==> src/sv/ddgc_pkg.sv <==
// ----------------------------------------------------------------------------
// ddgc_pkg
// shared types, constants and the arctangent table of the go-to-goal controller
// ----------------------------------------------------------------------------
package ddgc_pkg;

  // request payloads
  typedef struct packed {
    logic signed [31:0] pose_east;
    logic signed [31:0] pose_north;
    logic        [15:0] pose_heading;
  } pose_t;

  typedef struct packed {
    logic signed [15:0] left_rate;
    logic signed [15:0] right_rate;
    logic               arrived;
  } wheel_t;

  // register indexes
  localparam logic [2:0] REG_TARGET_EAST   = 3'd0;
  localparam logic [2:0] REG_TARGET_NORTH  = 3'd1;
  localparam logic [2:0] REG_ARRIVE_TOL    = 3'd2;
  localparam logic [2:0] REG_TURN_GAIN     = 3'd3;
  localparam logic [2:0] REG_TURN_LIMIT    = 3'd4;
  localparam logic [2:0] REG_FWD_LIMIT     = 3'd5;
  localparam logic [2:0] REG_WHEEL_LIMIT   = 3'd6;

  // datapath widths
  localparam int VEC_W   = 36;  // vectoring x/y
  localparam int ROT_W   = 20;  // rotating x/y
  localparam int ROT_ZW  = 34;  // rotating angle

  localparam logic [31:0]        HALF_TURN      = 32'h8000_0000;
  localparam logic [31:0]        NEG_QUARTER    = 32'hC000_0000;
  localparam logic signed [19:0] INV_GAIN_Q16   = 20'sd39797;
  localparam logic signed [43:0] TWO_PI_Q16     = 44'sd411775;
  localparam logic signed [60:0] OMEGA_RND      = 61'sd549755813888;  // 2^39
  localparam logic signed [27:0] DIV_BIAS       = 28'sd62914560;     // 120 * 2^19
  localparam logic [28:0]        RECIP15        = 29'd286331154;     // ceil(2^32 / 15)
  localparam logic signed [20:0] DIV_BIAS_Q     = 21'sd524288;       // 2^19

  function automatic logic [31:0] atan_turn(input logic [4:0] idx);
    logic [31:0] r;
    case (idx)
      5'd0:  r = 32'h2000_0000;
      5'd1:  r = 32'h12E4_051D;
      5'd2:  r = 32'h09FB_385B;
      5'd3:  r = 32'h0511_11D4;
      5'd4:  r = 32'h028B_0D43;
      5'd5:  r = 32'h0145_D7E1;
      5'd6:  r = 32'h00A2_F61E;
      5'd7:  r = 32'h0051_7C55;
      5'd8:  r = 32'h0028_BE53;
      5'd9:  r = 32'h0014_5F2E;
      5'd10: r = 32'h000A_2F98;
      5'd11: r = 32'h0005_17CC;
      5'd12: r = 32'h0002_8BE6;
      5'd13: r = 32'h0001_45F3;
      5'd14: r = 32'h0000_A2F9;
      5'd15: r = 32'h0000_517C;
      5'd16: r = 32'h0000_28BE;
      5'd17: r = 32'h0000_145F;
      5'd18: r = 32'h0000_0A2F;
      5'd19: r = 32'h0000_0517;
      5'd20: r = 32'h0000_028B;
      5'd21: r = 32'h0000_0145;
      5'd22: r = 32'h0000_00A2;
      5'd23: r = 32'h0000_0051;
      default: r = 32'h0000_0000;
    endcase
    return r;
  endfunction

endpackage

==> src/sv/ddgc_rot_cordic.sv <==
// ----------------------------------------------------------------------------
// ddgc_rot_cordic
// pipelined rotating cordic, yields the cosine of the input angle in q16
// ----------------------------------------------------------------------------
module ddgc_rot_cordic #(
  parameter int STAGES = 16,
  parameter int SB_W   = 26
) (
  input  logic                               clk_i,
  input  logic                               rst_ni,
  input  logic                               en_i,
  input  logic                               valid_i,
  input  logic signed [ddgc_pkg::ROT_ZW-1:0] z_i,
  input  logic        [SB_W-1:0]             sb_i,
  output logic                               valid_o,
  output logic signed [ddgc_pkg::ROT_W-1:0]  x_o,
  output logic        [SB_W-1:0]             sb_o
);

  logic signed [ddgc_pkg::ROT_W-1:0]  x_q [STAGES];
  logic signed [ddgc_pkg::ROT_W-1:0]  y_q [STAGES];
  logic signed [ddgc_pkg::ROT_ZW-1:0] z_q [STAGES];
  logic        [SB_W-1:0]             sb_q [STAGES];
  logic                               v_q [STAGES];

  for (genvar i = 0; i < STAGES; i++) begin : g_stage
    logic signed [ddgc_pkg::ROT_W-1:0]  xin, yin, xs, ys;
    logic signed [ddgc_pkg::ROT_ZW-1:0] zin, ang;
    logic        [SB_W-1:0]             sbin;
    logic                               vin;

    if (i == 0) begin : g_first
      assign xin = ddgc_pkg::ROT_W'(ddgc_pkg::INV_GAIN_Q16);
      assign yin = '0;
      assign zin = z_i;
      assign sbin = sb_i;
      assign vin = valid_i;
    end else begin : g_next
      assign xin = x_q[i-1];
      assign yin = y_q[i-1];
      assign zin = z_q[i-1];
      assign sbin = sb_q[i-1];
      assign vin = v_q[i-1];
    end

    assign xs  = xin >>> i;
    assign ys  = yin >>> i;
    assign ang = $signed({2'b00, ddgc_pkg::atan_turn(5'(i))});

    always_ff @(posedge clk_i or negedge rst_ni) begin
      if (!rst_ni) begin
        v_q[i] <= 1'b0;
      end else if (en_i) begin
        v_q[i] <= vin;
      end
    end

    always_ff @(posedge clk_i) begin
      if (en_i) begin
        sb_q[i] <= sbin;
        if (!zin[ddgc_pkg::ROT_ZW-1]) begin
          x_q[i] <= xin - ys;
          y_q[i] <= yin + xs;
          z_q[i] <= zin - ang;
        end else begin
          x_q[i] <= xin + ys;
          y_q[i] <= yin - xs;
          z_q[i] <= zin + ang;
        end
      end
    end
  end

  assign valid_o = v_q[STAGES-1];
  assign x_o     = x_q[STAGES-1];
  assign sb_o    = sb_q[STAGES-1];

endmodule

==> config.mk <==
export PLATFORM = sky130hd
export DESIGN_NAME = ddgc_rot_cordic
export DESIGN_NICKNAME = d
export VERILOG_FILES = /design/src/sv/ddgc_pkg.sv /design/src/sv/ddgc_rot_cordic.sv
export SDC_FILE = /design/constraint.sdc
export NUM_CORES = 2
export LEC_CHECK = 0
export ABC_AREA = 1
export BUFFER_PORTS_ARGS = -buffer_cell sky130_fd_sc_hd__buf_2
export CORE_MARGIN = 2
export CORE_UTILIZATION = 25
export CTS_CLUSTER_SIZE = 30
export DETAILED_ROUTE_END_ITERATION = 8
export GPL_TIMING_DRIVEN = 0
export PLACE_DENSITY = 0.35
export REMOVE_ABC_BUFFERS = 1
export SETUP_SLACK_MARGIN = 0.15
export SLEW_MARGIN = 20
export SYNTH_ARGS = -nofsm -noshare
export SYNTH_HDL_FRONTEND = slang
export SYNTH_SLANG_ARGS = --single-unit
==> constraint.sdc <==
create_clock -name clk_i -period 4.6 [get_ports clk_i]
set_clock_uncertainty 0.2 [all_clocks]
set_input_delay 0 -clock clk_i [delete_from_list [all_inputs] [get_ports clk_i]]
set_output_delay 0 -clock clk_i [all_outputs]
set_load 0.02 [all_outputs]
# After elaboration in Yosys (flattened, before gate mapping)
# Memories as Yosys holds them, arrays and structs flattened.
# Index checks and enable logic that the tools add are counted.
# Widths: inputs -> output; s select.
# totals
register_bits	16
ram_bits	1600
output_inout_bits	47
word_cells	306
n_memories	4
# classes
n_addsub	92
mux	146
bitwise_logic	48
# memory_table
name	words	width	read_ports	rd_ports_with_merged_regs	wr	line	rtl
z_q	16	34	15	0	16	ddgc_rot_cordic.sv:22	logic signed [ddgc_pkg::ROT_ZW-1:0] z_q [STAGES];
sb_q	16	26	16	0	16	ddgc_rot_cordic.sv:23	logic [SB_W-1:0] sb_q [STAGES];
x_q	16	20	16	0	16	ddgc_rot_cordic.sv:20	logic signed [ddgc_pkg::ROT_W-1:0] x_q [STAGES];
y_q	16	20	15	0	16	ddgc_rot_cordic.sv:21	logic signed [ddgc_pkg::ROT_W-1:0] y_q [STAGES];
# op_table
cell	count
$mux 20	32
$mux 34	16
$mux 1	98
$or 1x1->1	48
$add 20x10->20	2
$add 20x11->20	2
$add 20x12->20	2
$add 20x13->20	2
$add 20x14->20	2
$add 20x15->20	2
$add 20x16->20	2
$add 20x17->20	2
$add 20x18->20	2
$add 20x19->20	2
$add 20x5->20	2
$add 20x6->20	2
$add 20x7->20	2
$add 20x8->20	2
$add 20x9->20	2
$sub 20x10->20	2
$sub 20x11->20	2
$sub 20x12->20	2
$sub 20x13->20	2
$sub 20x14->20	2
42 further kinds	52

# Logic depth before layout (Yosys ltp)
# An unclocked memory read counts as a cell.
# depth
word_depth	5
depth_mapped	21
mapped_depth_nobuf	21

# Least setup slack after synthesis
# No wires, ideal clock.
# synth_timing
kind	register to register
startpoint	memory z_q[0][271] (netlist bit)
endpoint	memory x_q[1][12] (netlist bit) (data pin)
setup_ps	257
t_arrival_ps	2962
required_time_ps	4143
slack_ps	1181
path_stages_with_launch	13
synth_period_minus_slack_ps	3419
cell_sequence	edfxtp_1 nand2_2 buf_1 o31ai_1 xnor2_1 ha_1 a21oi_1 nand2_1 a21boi_0 o21bai_1 nand3_1 nand2_1 xor2_1
# synth_lines
element	line
start, declared	ddgc_rot_cordic.sv:22
end, declared	ddgc_rot_cordic.sv:20

==> results.py <==
metrics = {
    "run_status": {
        "status": "finished clean",
    },
    "cts": {
        "clk_pin_slew_ns": 0.06,
        "numCtsBuffers": 196,
        "clk_latency_ns": 0.92,
        "cts.path.max_buffers": 4,
        "cts_sinks": 1470,
        "htree_levels": 4,
        "tritoncts": "yes",
        "cts_root_buf": "clkbuf_16",
    },
    "detailed_routing": {
        "ant_nets": 0,
        "wirelength_um": 328600,
        "num_vias": 86100,
        "viasPerCell": 4.594,
        "drtIter0Drc": 4974,
        "wl_per_cell_um": 17.54,
        "firstDrtPassIters": 6,
        "drc_errors": 0,
    },
    "global_route": {
        "antenna_found_initial": 2,
        "grt_pass1_wl_um": 509300,
        "first_global_vias": 86510,
        "grt_max_degree": 128,
        "track_usage_pct": 15.02,
        "overflow": 0,
    },
    "synth": {
        "yosys_most_used_dff": "edfxtp_1",
        "synth_area_leader_cell": "edfxtp_1",
        "synth.top_cell.area_share_pct": 41.23,
        "synth_top_cells_by_area": "edfxtp_1 41%, ha_1 12%, nand2_1 10%",
        "syn_avg_cell_area_sq_um": 8.482,
        "syn_area_sq_um": 105900,
        "ys_ff_latch": 1470,
        "synth_seq_area_share_pct": 41.61,
        "syn_inst": 12480,
        "yosysWarnings": 0,
        "async_reset_ff_share_pct": 1.088,
        "synth-edff-count": 1454,
        "synth_cell_types": 50,
    },
    "floorplanning": {
        "ios": 111,
        "die_w_um": 654.8,
        "fp.coreArea_sq_um": 422800,
        "rows": 239,
        "start_util_pct": 25.04,
        "dieHeight_um": 654.8,
        "die_area_sq_um": 428800,
    },
    "critical_path": {
        "path_cells": "buf_12 > buf_16 > buf_16 > buf_16 > dlygate4sd3_1 > buf_16 > buf_16 > nand2_2 > buf_12 > inv_4 > nor2_1 > xor2_1 > ha_1 > a21oi_1 > o21ai_0 > nand2_1 > nand2_1 > nand2_1 > nand2_1 > a21oi_1 > xor2_1",
        "max_stage_delay_ns": 0.71,
        "crit_top_cell": "buf_16",
        "critPathMaxFanout": 67,
        "end_kind": "register",
        "crit_required_ns": 5.06,
        "startpoint_type": "primary input",
        "crit_arrival_ns": 4.60,
        "critPathTopFamily": "buffers and inverters",
        "path_class": "primary input to register",
        "regToRegSetupSlack_ns": 0.51,
        "cp.buffers_inverters": 9,
        "cpMaxStageDelayCell": "dlygate4sd3_1",
    },
    "cells_and_area": {
        "layout_commonest_cell": "nand2_1",
        "regArea_sq_um": 44060,
        "finalNonFillerCells": 18740,
        "multiInputGateArea_sq_um": 57040,
        "area.growth.synth_to_final_pct": 15.44,
        "layout-drive-gt1-share_pct": 3.847,
        "nFillCells": 45250,
        "final_cell_mix": "2,844 x nand2_1, 1,454 x edfxtp_1, 1,283 x nor2_1",
        "nets": 14050,
        "final_util_pct": 28.91,
    },
    "sta": {
        "finalCritPeriodShare_pct": 90.12,
        "setup_viol": 0,
        "worstMarginPinSlew_ns": 0.8385,
        "fmax_mhz": 241.2,
        "max_slew_margin_pct": 44.10,
        "grt_setup_unrepaired": "yes",
        "hold_viol": 0,
        "whs_ns": 0.05774,
        "period_needed_ns": 4.146,
        "maxSlewViolCount": 0,
    },
    "placement": {
        "post-place-cells": 18210,
        "place_congestion": 0.8525,
        "hpwl_um": 260400,
        "numPortBuffers": 110,
    },
    "hold_path": {
        "hp-class": "primary input to register",
    },
    "flow_run": {
        "timing.max_cap.violations": 0,
    },
}
[flip-flops by register name, indices dropped and copies added, names as in the netlist]
register	count
valid_o	1
y_q	264
sb_q	416
z_q	477
x_q	297
g_stage.vin	15
[cells in the mapped netlist (9+ instances only)]
cell	instances
o211ai_1	22
nor4_1	91
or2_2	9
o21ai_2	15
nand2_1	2853
xor2_1	708
edfxtp_1	1454
fa_1	43
ha_1	1028
nor3_1	192
buf_2	24
a21oi_1	1189
nand3_1	735
o21ai_0	716
o31ai_1	13
o21ai_1	11
inv_1	1214
o21a_1	29
dfrtp_1	16
a21o_1	152
a21boi_0	50
nor2_1	1283
a31oi_1	72
xnor2_1	247
o21bai_1	83
clkbuf_1	36
nand3b_1	28
nand4_1	111
[worst register-to-register path, cell delays in order, from the launching register on]
cell and delay (ns):
edfxtp_1 0.47, nand2_4 0.48, inv_4 0.36, a31oi_1 0.31, xor2_1 0.20, ha_1 0.30
nand2_1 0.12, inv_1 0.04, a21boi_0 0.60, o21bai_1 0.27, nand3_1 0.13, nand2_1 0.07
xor2_1 0.29
[per-stage QoR]
step                      TNS, ns  instance area [sq um]  setup slack, ns
after floorplan                 0                 105600           0.7933
after global placement          -                 113200           -40.86
after detailed placement  -896.38                 113800           -2.565
after CTS                       0                 122200           0.2194
after global routing            0                 122200           0.1257
final                           0                 122200           0.4545
[final cells by class]
| cell class | count | share of cell area, % |
|---|---|---|
| antenna | 2 | 0.004094 |
| clock buffer | 241 | 4.175 |
| clock inverter | 117 | 0.9478 |
| inverter | 1220 | 3.783 |
| multi-input combinational | 9728 | 46.66 |
| sequential | 1470 | 36.04 |
| tap | 5663 | 5.796 |
| timing repair buffer | 297 | 2.573 |
| timing repair inverter | 3 | 0.01433 |
[cells by family after synthesis]
group,synth area share (%)
compound gates,12.26
xor+xnor,7.914
fa+ha+maj,12.96
buf+inv,4.615
flops,41.61
other cells,0.007092
simple gates,20.64
[path summary, 6_finish.rpt]
kind	to	cells past startpoint	from
worst max-delay path	x_q[1][119]	21	en_i
worst min-delay path	y_q[0][15]	6	en_i
worst min register to register	sb_q[1][99]	0	sb_q[1][73]
max in group asynchronous	g_stage[12].vin	3	rst_ni
min in group asynchronous	g_stage[1].vin	3	rst_ni
worst max register to register	x_q[1][72]	12	z_q[1][101]
[what timing repair did]
item | CTS | global route
endpoints found under the setup margin | 485 | 48
hold buffers | 157 | 0
setup buffers | 3 | 0
pin swaps | 0 | 0
gates cloned | 9 | 1
endpoints found under the hold margin | 402 | 0
resized for setup | 16 | 16
[metal layers]
metal	track usage [%]	vias up	wire length, um
met1	20.05	40370	155200
met4	3.494	0	7982
met3	1.667	381	10150
met2	25.88	1301	155200
li1	-	44040	-
met5	0	-	0
Power is not shown: default switching activity piles up to over one toggle a cycle in this logic, so the estimate is an artifact.
